## src/mbet_pkg.sv

```systemverilog
`timescale 1ns / 1ps
// ----------------------------------------------------------------------------
// Mandelbrot escape-time package
// Fixed-point formats, iteration limits, register indexes, the shared
// multiplier request/response words and the sequencer state type.
// ----------------------------------------------------------------------------
package mbet_pkg;

    localparam int FRAC_BITS  = 28;   // fraction bits of the Q4.28 plane format
    localparam int MAX_ITER   = 255;  // z updates allowed per pixel
    localparam int SHADES     = 16;   // palette size, shade = count mod SHADES

    localparam int OPW        = 34;   // signed multiplier operand
    localparam int MAGW       = 32;   // operand magnitude into the multiplier
    localparam int PRODW      = 2 * MAGW;
    localparam int WW         = 45;   // wide signed values (mapped point, results)
    localparam int CNTW       = 8;

    localparam int CFG_IDX_W  = 3;
    localparam int CFG_DATA_W = 32;

    typedef logic [CFG_IDX_W-1:0] t_cfg_idx;

    localparam t_cfg_idx CFG_IMAGE_WIDTH  = 3'd0;
    localparam t_cfg_idx CFG_IMAGE_HEIGHT = 3'd1;
    localparam t_cfg_idx CFG_PIXEL_STEP   = 3'd2;
    localparam t_cfg_idx CFG_CENTER_REAL  = 3'd3;
    localparam t_cfg_idx CFG_CENTER_IMAG  = 3'd4;

    typedef logic signed [OPW-1:0] t_opnd;
    typedef logic signed [WW-1:0]  t_wide;

    localparam t_wide FX_ONE       = t_wide'(1) <<< FRAC_BITS;
    localparam t_wide FX_TWO       = FX_ONE <<< 1;
    localparam t_wide FX_FOUR      = FX_ONE <<< 2;
    localparam t_wide FX_QUARTER   = FX_ONE >>> 2;
    localparam t_wide FX_SIXTEENTH = FX_ONE >>> 4;

    // Destination of a product; travels with the operation through the unit.
    typedef enum logic [3:0] {
        DST_NONE,
        DST_CR,
        DST_CI,
        DST_YY,
        DST_XM2,
        DST_XP2,
        DST_CARD,
        DST_ZR2,
        DST_ZI2,
        DST_P
    } t_dst;

    typedef struct packed {
        logic  valid;
        logic  shift;   // drop FRAC_BITS from the magnitude (fixed-point product)
        t_dst  dst;
        t_opnd a;
        t_opnd b;
    } t_mul_req;

    typedef struct packed {
        logic  valid;   // product at the output this cycle
        logic  pending; // an operation still sits in the first stage
        t_dst  dst;
        t_wide value;
    } t_mul_rsp;

    typedef enum logic [4:0] {
        S_IDLE,
        S_MAP0,
        S_MAP1,
        S_MAP_W,
        S_RANGE,
        S_INT1,
        S_INT2,
        S_INT_W1,
        S_INTQ,
        S_INTQX,
        S_INT3,
        S_INT_W2,
        S_INTDEC,
        S_UPD,
        S_IT0,
        S_IT1,
        S_IT2,
        S_IT_W,
        S_DONE
    } t_state;

endpackage

```

## src/mandelbrot_escape_time_pixel_core.sv

```systemverilog
`timescale 1ns / 1ps
// ----------------------------------------------------------------------------
// Mandelbrot escape-time pixel core
// Maps a pixel to a point c of the complex plane, screens the main cardioid
// and the period-2 bulb, and iterates z = z^2 + c on one shared multiplier.
// ----------------------------------------------------------------------------
// Usage:
//   Slave stream: one word per pixel, tdata = {pixel_row, pixel_col}.
//   Master stream: one word per pixel, in input order, tdata carries
//   {shade_index, is_black, iter_count}.
//   Config port: write image width/height, pixel step and view center while
//   no pixel is in flight; writes to unknown indexes are dropped.
// Sequence:
//   Every product goes through the two-stage shared multiplier. After a
//   pixel is accepted, the core maps it to c and checks the range, screens
//   the interior when |Re c| < 2 and |Im c| < 2, runs each z update as
//   three products zr*zr, zi*zi, zr*zi plus drain, and loads the output.
//   A point outside that square escapes on its first update, interior
//   pixels skip the iteration, and the count stops at the limit MAX_ITER.
//   The core takes one pixel at a time: tready is high only when idle,
//   which the core becomes as the finished word is loaded.
// Reset (synchronous, active low): registers return to 1024 x 1024, step
//   1/256, center (-0.5, 0); the pipeline empties and no word is pending.
// Stall: a finished word waits in the output register; the next pixel is
//   accepted meanwhile and its result holds until the register frees.
// ----------------------------------------------------------------------------
module mandelbrot_escape_time_pixel_core (
    input  logic                              i_clk,
    input  logic                              i_rst_n,
    // configuration write port
    input  logic                              i_cfg_wr_en,
    input  logic [mbet_pkg::CFG_IDX_W-1:0]    i_cfg_index,
    input  logic [mbet_pkg::CFG_DATA_W-1:0]   i_cfg_wdata,
    // pixel input stream
    input  logic                              i_s_tvalid,
    output logic                              o_s_tready,
    input  logic [23:0]                       i_s_tdata,  // [11:0] pixel_col, [23:12] pixel_row
    // result output stream
    output logic                              o_m_tvalid,
    input  logic                              i_m_tready,
    output logic [15:0]                       o_m_tdata   // [7:0] iter_count, [8] is_black,
                                                          // [12:9] shade_index, [15:13] zero
);
    import mbet_pkg::*;

    // configuration registers
    logic [12:0]         r_width;
    logic [12:0]         r_height;
    logic [30:0]         r_step;
    logic signed [31:0]  r_cen_re;
    logic signed [31:0]  r_cen_im;

    // sequencer and datapath registers
    t_state              r_state,  n_state;
    logic signed [12:0]  r_dx,     n_dx;
    logic signed [12:0]  r_dy,     n_dy;
    t_wide               r_cr,     n_cr;
    t_wide               r_ci,     n_ci;
    t_opnd               r_xm,     n_xm;
    t_opnd               r_xp,     n_xp;
    t_opnd               r_yy,     n_yy;
    t_opnd               r_xm2,    n_xm2;
    t_opnd               r_xp2,    n_xp2;
    t_opnd               r_q,      n_q;
    t_opnd               r_qx,     n_qx;
    t_wide               r_card,   n_card;
    t_opnd               r_zr,     n_zr;
    t_opnd               r_zi,     n_zi;
    t_opnd               r_zr2,    n_zr2;
    t_opnd               r_zi2,    n_zi2;
    t_opnd               r_p,      n_p;
    logic [CNTW-1:0]     r_count,  n_count;
    logic [CNTW-1:0]     r_shade,  n_shade;

    // output register
    logic                r_out_valid, n_out_valid;
    logic [CNTW-1:0]     r_out_count, n_out_count;
    logic                r_out_black, n_out_black;
    logic [3:0]          r_out_shade, n_out_shade;

    t_mul_req            w_req;
    t_mul_rsp            w_rsp;

    logic signed [12:0]  w_col_dx;
    logic signed [12:0]  w_row_dy;
    logic                w_in_range;
    logic                w_interior;
    t_wide               w_sum;
    t_wide               w_zr_new;
    t_wide               w_zi_new;
    logic                w_big;
    logic [CNTW-1:0]     w_cnt_next;
    logic [CNTW-1:0]     w_shade_next;
    logic                w_out_free;

    mbet_mul u_mul (
        .i_clk   (i_clk),
        .i_rst_n (i_rst_n),
        .i_req   (w_req),
        .o_rsp   (w_rsp)
    );

    // ------------------------------------------------------------------------
    // Configuration writes
    // ------------------------------------------------------------------------
    always_ff @(posedge i_clk) begin
        if (!i_rst_n) begin
            r_width  <= 13'd1024;
            r_height <= 13'd1024;
            r_step   <= 31'd1048576;
            r_cen_re <= -32'sd134217728;
            r_cen_im <= 32'sd0;
        end else if (i_cfg_wr_en) begin
            case (i_cfg_index)
                CFG_IMAGE_WIDTH:  r_width  <= i_cfg_wdata[12:0];
                CFG_IMAGE_HEIGHT: r_height <= i_cfg_wdata[12:0];
                CFG_PIXEL_STEP:   r_step   <= i_cfg_wdata[30:0];
                CFG_CENTER_REAL:  r_cen_re <= $signed(i_cfg_wdata);
                CFG_CENTER_IMAG:  r_cen_im <= $signed(i_cfg_wdata);
                default: ;
            endcase
        end
    end

    // ------------------------------------------------------------------------
    // Datapath terms
    // ------------------------------------------------------------------------
    // Center on the integer half of width and height.
    assign w_col_dx = $signed({1'b0, i_s_tdata[11:0]})  - $signed({1'b0, r_width[12:1]});
    assign w_row_dy = $signed({1'b0, i_s_tdata[23:12]}) - $signed({1'b0, r_height[12:1]});

    assign w_in_range = (r_cr > -FX_TWO) && (r_cr < FX_TWO) &&
                        (r_ci > -FX_TWO) && (r_ci < FX_TWO);

    // Cardioid in the square-root-free form, or the period-2 bulb.
    assign w_interior = (r_card <= t_wide'(r_yy >>> 2)) ||
                        (t_wide'(r_xp2) + t_wide'(r_yy) <= FX_SIXTEENTH);

    assign w_sum    = t_wide'(r_zr2) + t_wide'(r_zi2);
    assign w_zi_new = (t_wide'(r_p) <<< 1) + r_ci;
    assign w_zr_new = t_wide'(r_zr2) - t_wide'(r_zi2) + r_cr;
    assign w_big    = (w_zr_new >= FX_TWO) || (w_zr_new <= -FX_TWO) ||
                      (w_zi_new >= FX_TWO) || (w_zi_new <= -FX_TWO);

    assign w_cnt_next   = r_count + CNTW'(1);
    assign w_shade_next = (r_shade == CNTW'(SHADES - 1)) ? '0 : r_shade + CNTW'(1);

    assign w_out_free = !r_out_valid || i_m_tready;

    // ------------------------------------------------------------------------
    // Sequencer: next state, multiplier issue and register updates
    // ------------------------------------------------------------------------
    always_comb begin
        n_state     = r_state;
        n_dx        = r_dx;
        n_dy        = r_dy;
        n_cr        = r_cr;
        n_ci        = r_ci;
        n_xm        = r_xm;
        n_xp        = r_xp;
        n_yy        = r_yy;
        n_xm2       = r_xm2;
        n_xp2       = r_xp2;
        n_q         = r_q;
        n_qx        = r_qx;
        n_card      = r_card;
        n_zr        = r_zr;
        n_zi        = r_zi;
        n_zr2       = r_zr2;
        n_zi2       = r_zi2;
        n_p         = r_p;
        n_count     = r_count;
        n_shade     = r_shade;
        n_out_valid = r_out_valid && !i_m_tready;
        n_out_count = r_out_count;
        n_out_black = r_out_black;
        n_out_shade = r_out_shade;
        w_req       = '0;

        case (r_state)
            S_IDLE: begin
                if (i_s_tvalid) begin
                    n_dx    = w_col_dx;
                    n_dy    = w_row_dy;
                    n_state = S_MAP0;
                end
            end
            S_MAP0: begin
                w_req.valid = 1'b1;
                w_req.dst   = DST_CR;
                w_req.a     = OPW'(r_dx);
                w_req.b     = OPW'({1'b0, r_step});
                n_state     = S_MAP1;
            end
            S_MAP1: begin
                w_req.valid = 1'b1;
                w_req.dst   = DST_CI;
                w_req.a     = OPW'(r_dy);
                w_req.b     = OPW'({1'b0, r_step});
                n_state     = S_MAP_W;
            end
            S_MAP_W: begin
                if (!w_rsp.pending) begin
                    n_state = S_RANGE;
                end
            end
            S_RANGE: begin
                // start z at zero; the first update then yields z = c
                n_count = '0;
                n_shade = '0;
                n_zr2   = '0;
                n_zi2   = '0;
                n_p     = '0;
                n_xm    = OPW'(r_cr - FX_QUARTER);
                n_xp    = OPW'(r_cr + FX_ONE);
                if (w_in_range) begin
                    w_req.valid = 1'b1;
                    w_req.shift = 1'b1;
                    w_req.dst   = DST_YY;
                    w_req.a     = OPW'(r_ci);
                    w_req.b     = OPW'(r_ci);
                    n_state     = S_INT1;
                end else begin
                    n_state = S_UPD;
                end
            end
            S_INT1: begin
                w_req.valid = 1'b1;
                w_req.shift = 1'b1;
                w_req.dst   = DST_XM2;
                w_req.a     = r_xm;
                w_req.b     = r_xm;
                n_state     = S_INT2;
            end
            S_INT2: begin
                w_req.valid = 1'b1;
                w_req.shift = 1'b1;
                w_req.dst   = DST_XP2;
                w_req.a     = r_xp;
                w_req.b     = r_xp;
                n_state     = S_INT_W1;
            end
            S_INT_W1: begin
                if (!w_rsp.pending) begin
                    n_state = S_INTQ;
                end
            end
            S_INTQ: begin
                n_q     = r_xm2 + r_yy;
                n_state = S_INTQX;
            end
            S_INTQX: begin
                n_qx    = r_q + r_xm;
                n_state = S_INT3;
            end
            S_INT3: begin
                w_req.valid = 1'b1;
                w_req.shift = 1'b1;
                w_req.dst   = DST_CARD;
                w_req.a     = r_q;
                w_req.b     = r_qx;
                n_state     = S_INT_W2;
            end
            S_INT_W2: begin
                if (!w_rsp.pending) begin
                    n_state = S_INTDEC;
                end
            end
            S_INTDEC: begin
                if (w_interior) begin
                    n_count = CNTW'(MAX_ITER);
                    n_shade = CNTW'(MAX_ITER % SHADES);
                    n_state = S_DONE;
                end else begin
                    n_state = S_UPD;
                end
            end
            S_UPD: begin
                // the squared-magnitude test belongs to the previous update
                if (w_sum >= FX_FOUR) begin
                    n_state = S_DONE;
                end else begin
                    n_zr    = OPW'(w_zr_new);
                    n_zi    = OPW'(w_zi_new);
                    n_count = w_cnt_next;
                    n_shade = w_shade_next;
                    if (w_cnt_next == CNTW'(MAX_ITER) || w_big) begin
                        n_state = S_DONE;
                    end else begin
                        n_state = S_IT0;
                    end
                end
            end
            S_IT0: begin
                w_req.valid = 1'b1;
                w_req.shift = 1'b1;
                w_req.dst   = DST_ZR2;
                w_req.a     = r_zr;
                w_req.b     = r_zr;
                n_state     = S_IT1;
            end
            S_IT1: begin
                w_req.valid = 1'b1;
                w_req.shift = 1'b1;
                w_req.dst   = DST_ZI2;
                w_req.a     = r_zi;
                w_req.b     = r_zi;
                n_state     = S_IT2;
            end
            S_IT2: begin
                w_req.valid = 1'b1;
                w_req.shift = 1'b1;
                w_req.dst   = DST_P;
                w_req.a     = r_zr;
                w_req.b     = r_zi;
                n_state     = S_IT_W;
            end
            S_IT_W: begin
                if (!w_rsp.pending) begin
                    n_state = S_UPD;
                end
            end
            S_DONE: begin
                // hold the result until the output register frees
                if (w_out_free) begin
                    n_out_valid = 1'b1;
                    n_out_count = r_count;
                    n_out_black = (r_count >= CNTW'(MAX_ITER));
                    n_out_shade = r_shade[3:0];
                    n_state     = S_IDLE;
                end
            end
            default: begin
                n_state = S_IDLE;
            end
        endcase

        // capture products by their destination tag
        if (w_rsp.valid) begin
            case (w_rsp.dst)
                DST_CR:   n_cr   = w_rsp.value + t_wide'(r_cen_re);
                DST_CI:   n_ci   = w_rsp.value + t_wide'(r_cen_im);
                DST_YY:   n_yy   = OPW'(w_rsp.value);
                DST_XM2:  n_xm2  = OPW'(w_rsp.value);
                DST_XP2:  n_xp2  = OPW'(w_rsp.value);
                DST_CARD: n_card = w_rsp.value;
                DST_ZR2:  n_zr2  = OPW'(w_rsp.value);
                DST_ZI2:  n_zi2  = OPW'(w_rsp.value);
                DST_P:    n_p    = OPW'(w_rsp.value);
                default: ;
            endcase
        end
    end

    always_ff @(posedge i_clk) begin
        if (!i_rst_n) begin
            r_state     <= S_IDLE;
            r_out_valid <= 1'b0;
        end else begin
            r_state     <= n_state;
            r_out_valid <= n_out_valid;
        end
    end

    always_ff @(posedge i_clk) begin
        r_dx        <= n_dx;
        r_dy        <= n_dy;
        r_cr        <= n_cr;
        r_ci        <= n_ci;
        r_xm        <= n_xm;
        r_xp        <= n_xp;
        r_yy        <= n_yy;
        r_xm2       <= n_xm2;
        r_xp2       <= n_xp2;
        r_q         <= n_q;
        r_qx        <= n_qx;
        r_card      <= n_card;
        r_zr        <= n_zr;
        r_zi        <= n_zi;
        r_zr2       <= n_zr2;
        r_zi2       <= n_zi2;
        r_p         <= n_p;
        r_count     <= n_count;
        r_shade     <= n_shade;
        r_out_count <= n_out_count;
        r_out_black <= n_out_black;
        r_out_shade <= n_out_shade;
    end

    assign o_s_tready = (r_state == S_IDLE);
    assign o_m_tvalid = r_out_valid;
    assign o_m_tdata  = {3'b000, r_out_shade, r_out_black, r_out_count};

`ifndef SYNTHESIS
    // one pixel at a time: an accepted word closes the input
    a_one_in_flight: assert property (@(posedge i_clk) disable iff (!i_rst_n)
        (i_s_tvalid && o_s_tready) |=> !o_s_tready)
        else $error("input accepted while a pixel is in flight");

    // the shared multiplier is drained whenever the core is idle
    a_mul_drained: assert property (@(posedge i_clk) disable iff (!i_rst_n)
        (r_state == S_IDLE) |-> (!w_rsp.valid && !w_rsp.pending))
        else $error("multiplier busy while idle");

    // a finished pixel reaches a free output register in the next cycle
    a_done_loads: assert property (@(posedge i_clk) disable iff (!i_rst_n)
        (r_state == S_DONE && !o_m_tvalid) |=> o_m_tvalid)
        else $error("finished pixel not loaded into free output register");

    // black exactly when the count reached the limit
    a_black_count: assert property (@(posedge i_clk) disable iff (!i_rst_n)
        o_m_tvalid |-> (o_m_tdata[8] == (o_m_tdata[7:0] == CNTW'(MAX_ITER))))
        else $error("black flag disagrees with iteration count");
`endif

endmodule

```

## src/mbet_mul.sv

```systemverilog
`timescale 1ns / 1ps
// ----------------------------------------------------------------------------
// Mandelbrot shared multiplier
// Two-stage sign-magnitude multiplier: magnitudes in stage one, a 32x32
// product in stage two, truncation toward zero and sign on the way out.
// ----------------------------------------------------------------------------
module mbet_mul (
    input  logic               i_clk,
    input  logic               i_rst_n,
    input  mbet_pkg::t_mul_req i_req,
    output mbet_pkg::t_mul_rsp o_rsp
);
    import mbet_pkg::*;

    t_opnd             w_a_abs;
    t_opnd             w_b_abs;
    logic              r_s1_valid;
    logic              r_s1_shift;
    t_dst              r_s1_dst;
    logic              r_s1_neg;
    logic [MAGW-1:0]   r_s1_a;
    logic [MAGW-1:0]   r_s1_b;
    logic              r_s2_valid;
    logic              r_s2_shift;
    t_dst              r_s2_dst;
    logic              r_s2_neg;
    logic [PRODW-1:0]  r_s2_prod;
    logic [WW-2:0]     w_mag;
    t_wide             w_mag_s;

    assign w_a_abs = i_req.a[OPW-1] ? -i_req.a : i_req.a;
    assign w_b_abs = i_req.b[OPW-1] ? -i_req.b : i_req.b;

    always_ff @(posedge i_clk) begin
        if (!i_rst_n) begin
            r_s1_valid <= 1'b0;
            r_s2_valid <= 1'b0;
        end else begin
            r_s1_valid <= i_req.valid;
            r_s2_valid <= r_s1_valid;
        end
    end

    always_ff @(posedge i_clk) begin
        r_s1_shift <= i_req.shift;
        r_s1_dst   <= i_req.dst;
        r_s1_neg   <= i_req.a[OPW-1] ^ i_req.b[OPW-1];
        r_s1_a     <= w_a_abs[MAGW-1:0];
        r_s1_b     <= w_b_abs[MAGW-1:0];
        r_s2_shift <= r_s1_shift;
        r_s2_dst   <= r_s1_dst;
        r_s2_neg   <= r_s1_neg;
        r_s2_prod  <= PRODW'(r_s1_a) * PRODW'(r_s1_b);
    end

    // Truncate the magnitude, then apply the sign: rounds toward zero.
    assign w_mag   = r_s2_shift ? (WW-1)'(r_s2_prod[PRODW-1:FRAC_BITS])
                                : r_s2_prod[WW-2:0];
    assign w_mag_s = t_wide'({1'b0, w_mag});

    assign o_rsp.valid   = r_s2_valid;
    assign o_rsp.pending = r_s1_valid;
    assign o_rsp.dst     = r_s2_dst;
    assign o_rsp.value   = r_s2_neg ? -w_mag_s : w_mag_s;

endmodule
```

## config.mk

```make
export PLATFORM = sky130hd
export DESIGN_NAME = mandelbrot_escape_time_pixel_core
export DESIGN_NICKNAME = d
export VERILOG_FILES = /design/src/mbet_pkg.sv /design/src/mandelbrot_escape_time_pixel_core.sv /design/src/mbet_mul.sv
export SDC_FILE = /design/constraint.sdc
export NUM_CORES = 2
export LEC_CHECK = 0
export ABC_AREA = 1
export BUFFER_PORTS_ARGS = -buffer_cell sky130_fd_sc_hd__clkbuf_2
export CORE_MARGIN = 2
export CORE_UTILIZATION = 50
export CTS_CLUSTER_DIAMETER = 80
export DETAILED_ROUTE_END_ITERATION = 8
export GPL_TIMING_DRIVEN = 0
export HOLD_SLACK_MARGIN = 0.02
export PLACE_DENSITY = 0.68
export SLEW_MARGIN = 20
export SYNTH_ARGS = -nofsm -noshare
export SYNTH_HDL_FRONTEND = slang
export SYNTH_SLANG_ARGS = --single-unit
```

## constraint.sdc

```tcl
create_clock -name i_clk -period 6.45 [get_ports i_clk]
set_input_delay 0.3225 -clock i_clk [delete_from_list [all_inputs] [get_ports i_clk]]
set_output_delay 0.3225 -clock i_clk [all_outputs]
set_load 0.05 [all_outputs]
```

-- Yosys cells after proc, flatten, opt, wreduce, memory -nomap -nowiden
Cells that the tools add are included.
- flip-flop bits (word level): 867
- latch bits: 0
- memory bits (writable): 0
- ROM bits: 0
- bits of input ports: 64
- output and inout port bits: 18
- word-level logic and storage cells: 184
- memories kept: 0
- $add $sub $neg: 18
- $mul: 1
- div/mod/pow operators: 0
- $lt $le $gt $ge: 12
- equal/unequal tests: 41
- shifts and indexed selects: 0
- multiplexer cells: 37
- bitwise logic cells: 2
- reductions and logical operators: 33
- operators by type and width (kind ; number):
    72-bit one-hot mux with 9 select lines ; 1
    34-bit two-way mux ; 9
    5-bit one-hot mux with 19 select lines ; 1
    35-bit by 45-bit adder with 45-bit output ; 2
    45-bit by 32-bit adder with 45-bit output ; 2
    45-bit by 31-bit greater-or-equal comparator with 1-bit output, second input constant ; 2
    45-bit by 30-bit greater-than comparator with 1-bit output, second input constant ; 2
    45-bit by 30-bit less-or-equal comparator with 1-bit output, second input constant ; 2
    45-bit by 31-bit < comparator with 1-bit output, second input constant ; 2
    74-bit two-way mux ; 1
    34-bit by 34-bit adder with 35-bit output ; 2
    34-bit adder ; 2
    32-bit by 32-bit multiplier with 64-bit output ; 1
    32-bit two-way mux ; 2
    32-bit negation ; 2
    8-bit one-hot mux with 3 select lines ; 2
    45-bit by 32-bit less-or-equal comparator with 1-bit output ; 1
    45-bit two-way mux ; 1
    5-bit two-way mux ; 9
    44-bit negation with 45-bit output ; 1
    44-bit two-way mux ; 1
    5-bit by 4-bit == test with 1-bit output, second input constant ; 8
    8-bit two-way mux ; 5
    35-bit by 32-bit greater-or-equal comparator with 1-bit output, second input constant ; 1
    other kinds (37) ; 82

-- Longest topological paths before layout
- word-level depth: 10
- depth in mapped cells: 32
- gate-level depth less buffers: 32

-- Cells and area by module
Synthesis repeated with hierarchy kept, for this count alone.
- cells, all modules: 12372
- area, all modules: 91866.9 sq um
- modules (own cells, without submodules) (module ; times used ; cells each ; area each (sq um) ; seq. area each (sq um)):
    mandelbrot_escape_time_pixel_core ; 1 ; 6455 ; 49060.8 ; 18657.9
    mbet_mul ; 1 ; 5917 ; 42806.1 ; 2842.7

-- Worst setup path before layout
Ideal clock, no wire load.
- path type: register to register
- from: register u_mul.r_s1_a[18]
- to: register u_mul.r_s2_prod[59]
- library setup time: 126 ps
- arrival time: 6673 ps
- required time: 6324 ps
- path slack: -349 ps
- cell stages (with the launch flop): 28
- buffers on the path: 1
- clock period less this slack: 6799 ps
- cells stage by stage: dfxtp_1 > clkbuf_1 > nand2_1 > fa_1 > inv_1 > fa_1 > inv_1 > fa_1 > inv_1 > fa_1 > fa_1 > fa_1 > fa_1 > fa_1 > ha_1 > a21oi_1 > inv_1 > a31oi_1 > o21ai_0 > a211oi_1 > o21ai_0 > nand2_1 > nand2_1 > nand3_1 > nand2_1 > nand3_1 > o211ai_1 > xor2_1
- cells in the longest elaborated chain, start to end: 1
- ends and longest elaborated chain (element ; line ; source):
    from (decl) ; mbet_mul.sv:21 ; logic [MAGW-1:0] r_s1_a;
    from (signal assigned) ; mbet_mul.sv:48 ; r_s1_a <= w_a_abs[MAGW-1:0];
    32-bit by 32-bit multiplier with 64-bit output ; mbet_mul.sv:53 ; r_s2_prod <= PRODW'(r_s1_a) * PRODW'(r_s1_b);
    to (signal assigned) ; mbet_mul.sv:53 ;
    to (decl) ; mbet_mul.sv:27 ; logic [PRODW-1:0] r_s2_prod;
No other way between the ends.
A chain may end at the register's enable or synchronous reset.

-- Final worst setup path
- from: register u_mul.r_s1_b[6]
- to: register u_mul.r_s2_prod[59]
- cells in the longest elaborated chain, start to end: 1
- ends and longest elaborated chain (element ; line ; source):
    from (decl) ; mbet_mul.sv:22 ; logic [MAGW-1:0] r_s1_b;
    from (signal assigned) ; mbet_mul.sv:49 ; r_s1_b <= w_b_abs[MAGW-1:0];
    32-bit by 32-bit multiplier with 64-bit output ; mbet_mul.sv:53 ;
No other way between the ends.

==> summary.md <==
| Metric | Value |
|---|---|
| Failing checks | setup timing |
| Final GP Congestion | between 1 and 1.5 |
| FF+latch count, synth | approximately 840 |
| Clk Latency, worst-skew pair | around 0.76 ns |
| Netlist area before placement | between 80000 and 90000 sq um |
| Area delta synth->final | 15.4% |
| Clk Tree Root Cell | clkbuf_16 |
| Ranking of synthesized cells by area | fa_1, edfxtp_1, nand2_1 |
| Drt wl/cell | 27.4 um |
| Sink Count | 835 |
| Die Y-Extent | between 400 and 500 um |
| Synth Warn # | 0 |
| Crit path DAT | 8.07 ns |
| CTS Buf Count | 88 |
| Share of cells above drive strength 1 | slightly below 10% |
| Final min period | roughly 7.5 ns |
| HP Start | i_s_tdata[11] |
| Largest net degree at the start of global routing | 51 |
| Synth top area share | between 20% and 30% |
| Sequential cell area fraction in the yosys report | between 20 and 25% |
| Pwr per Cell Area | roughly 280 nW/um^2 |
| Die ar. | 181000 sq um |
| Slew HR | between 10% and 20% |
| Final period util | 116% |
| Slew Limit Fails | 0 |
| Max-cap violations | 0 |
| H-tree Lvls | 3 |
| Crit path launch | u_mul.r_s1_b[6] |
| Vias in the first global route | ~80000 |
| Post-route setup slack | -1.01 ns |
| Antenna violations before repair | 22 |
| Vias | 81400 |
| # nets final | ~14000 |
| Post-synth EDFFs | about 470 |
| Final WL | roughly 400 mm |
| RSZ-0062 raised after global routing | true |
| GRT Total Usage | 43.4% |
| Final Core Density | roughly three fifths |
| Critical-path top delay cell | fa_2 |
| 1st-pass router iterations | 8 |
| Core Footprint | 176000 sq um |
| Setup crit end kind | register |
| FMAX | about 0.13 GHz |
| Most common cell on crit path | fa_1 |
| Final Hold Viols | 0 |
| Max IR drop VDD | 0.461 mV |
| R2R depth | 29 |
| Run status | finished, violations left |
| Synth area leader | fa_1 |
| Die width | about 430 um |
| Top-level port count | between 80 and 90 |
| Initial detailed-routing violation count | between 7000 and 8000 |
| Post-Syn Instances | roughly 12000 |
| Mean Syn Cell Area | 7.64 sq um |
| Worst slew pin tran | roughly 1.3 ns |
| Final HPWL DP | approximately 330 mm |
| Clock Skew | about 0.062 ns |
| TritonCTS clock tree | built |
| CP Data Required Time | a little over 7 ns |
| Leakage | 54.1 nW |
| Post-DRT Antenna Nets | 0 |
| DRC | 0 |
| Final Setup Violations | 41 |
| CTS Buffer Depth | 3 |
| Hold crit path type | in -> reg |
| FF-to-FF End | u_mul.r_s2_prod[59] |
| Fillers | between 15000 and 20000 |
| First-pass GRT wire length | around 560 mm |
| Yosys cell types | between 60 and 70 |
| Clock transition at path regs | approximately 0.060 ns |
| I/O Buffers | 77 |
| Largest stage delay, worst path | approximately 0.60 ns |
| Setup CP Type | reg -> reg |
| Crit path to | u_mul.r_s2_prod[59] |
| Via density | about 5.6 |
| Post-synth ARST share | 0% |
| Grt ovf | 0 |
| Crit Path Max Fanout | 10 |
| Worst hold margin | 0.0572 ns |
| R2r setup slk | -1.01 ns |
| Final TNS setup | -24.44 ns |
| Primary FF master, synth | edfxtp_1 |
| Initial Util | 50.3% |
| Row count | between 150 and 200 |
| RR Startpoint | u_mul.r_s1_b[6] |
| CP Launch Type | register |
-- sequential cells by signal (all words and copies together) (netlist names), 45 cells and up --
register	cells
u_mul.r_s2_prod	64
r_cr	45
r_ci	45
r_card	45
-- power by group --
group          switching (mW)  internal, mW
clock                    2.43          3.00
sequential              0.602          6.42
combinational            11.3          5.23
-- cell type report --
type / instances / area [sq um] / area share [%]
Antenna cell: 19 / 47.5 / 0.0465
Buffer: 319 / 3470 / 3.39
Clock buffer: 117 / 2440 / 2.39
Clock inverter: 49 / 589 / 0.576
Inverter: 2685 / 10100 / 9.86
Multi-Input combinational cell: 7766 / 58400 / 57.1
Sequential cell: 835 / 21600 / 21.1
Tap cell: 2340 / 2930 / 2.86
Timing Repair Buffer: 306 / 2780 / 2.72
-- per-layer routing --
layer  GRT usage [%]  vias up  wire, um
met2            69.9     4079    179000
li1                -    36500         -
met5               0        -       126
met3            7.93     1402     32200
met4            39.1       20     44600
met1            49.2    39400    140000
-- critical path: cells and delay by family, from the launching register on --
kind | cells | cell delay (ns)
buf+inv | 7 | 0.78
compound gates | 6 | 1.10
simple gates | 6 | 0.41
flops | 1 | 0.47
fa+ha+maj | 9 | 4.29
xor+xnor | 1 | 0.30
-- cells in the mapped netlist, types with 21 or more instances --
cell type,count
or2_2,21
o21bai_1,31
fa_1,949
nand4_1,119
a21o_1,21
nor3_1,80
nand3b_1,36
o21a_1,39
a2111oi_0,38
clkbuf_1,281
edfxtp_1,466
ha_1,653
o21ai_0,423
inv_1,2662
nand3_1,402
dfxtp_1,369
a31oi_1,56
nor4_1,35
o2111ai_1,29
xnor2_1,114
nand2_1,2922
buf_2,21
xor2_1,229
a21oi_1,451
nor2_1,908
inv_2,23
o21ai_1,37
o211ai_1,21
-- worst min path at each step --
| stage | to | slack, ns | cells past startpoint |
|---|---|---|---|
| 2_1_floorplan | u_mul.r_s2_dst[0] | 0.31 | 0 |
| 3_3_place_gp | u_mul.r_s2_dst[0] | 0.31 | 0 |
| 3_5_place_dp | u_mul.r_s2_shift | 0.31 | 0 |
| 4_1_cts | r_dx[12] | 0.02 | 3 |
| 5_1_grt | r_step[0] | 0.05 | 3 |
| 6_report | r_dx[12] | 0.06 | 3 |
-- kinds of logic after synthesis --
kind of cell	synth area share (%)
DFF	24.1
other	0.00423
xor gates and xnor gates	3.44
muxes	0.0904
and+or+nand+nor	20.8
adders and majority gates	30.7
buffers and inverters	12.8
AOI/OAI and AO/OA	8.08
-- per-stage QoR --
| stage | setup WS (ns) | area, sq um | instances | power, mW |
|---|---|---|---|---|
| 2_1_floorplan | 0.000121 | 88900 | 11600 | 13.8 |
| 3_3_place_gp | -2.24 | 92200 | 14000 | 20.4 |
| 3_5_place_dp | -2.20 | 92800 | 14000 | 20.6 |
| 4_1_cts | -0.858 | 101000 | 14400 | 27.7 |
| 5_1_grt | -1.24 | 102000 | 14400 | 29.7 |
| 6_report | -1.01 | 102000 | 14400 | 29.0 |
-- cell usage in the layout, fill, tap and decap left out, types with 29 or more instances in the layout --
master / instances
edfxtp_1: 466
xor2_1: 199
nor3_1: 73
nand4_1: 119
dfxtp_4: 41
a31oi_1: 41
fa_1: 871
clkbuf_4: 33
clkbuf_2: 93
o21ai_1: 37
clkbuf_8: 71
inv_1: 2615
a2111oi_0: 37
buf_6: 37
inv_2: 68
clkbuf_16: 152
xnor2_1: 99
nor2_1: 869
clkbuf_1: 110
nor4_1: 34
o21ai_0: 405
ha_1: 613
nand2_2: 38
nand3b_1: 36
a21oi_1: 411
nand2_1: 2876
buf_4: 152
o2111ai_1: 29
nand3_1: 397
fa_2: 78
o21a_1: 38
ha_4: 33
dfxtp_1: 308
-- timing repair --
item | CTS | global route
pin swaps | 111 | 152
cloned | 1 | 1
gates resized for setup | 872 | 245
hold buffers | 15 | 0
endpoints found under the setup margin | 58 | 56
endpoints found under the hold margin | 37 | 0
buffers inserted | 130 | 64
No activity file was read; power rests on OpenSTA's default activity.
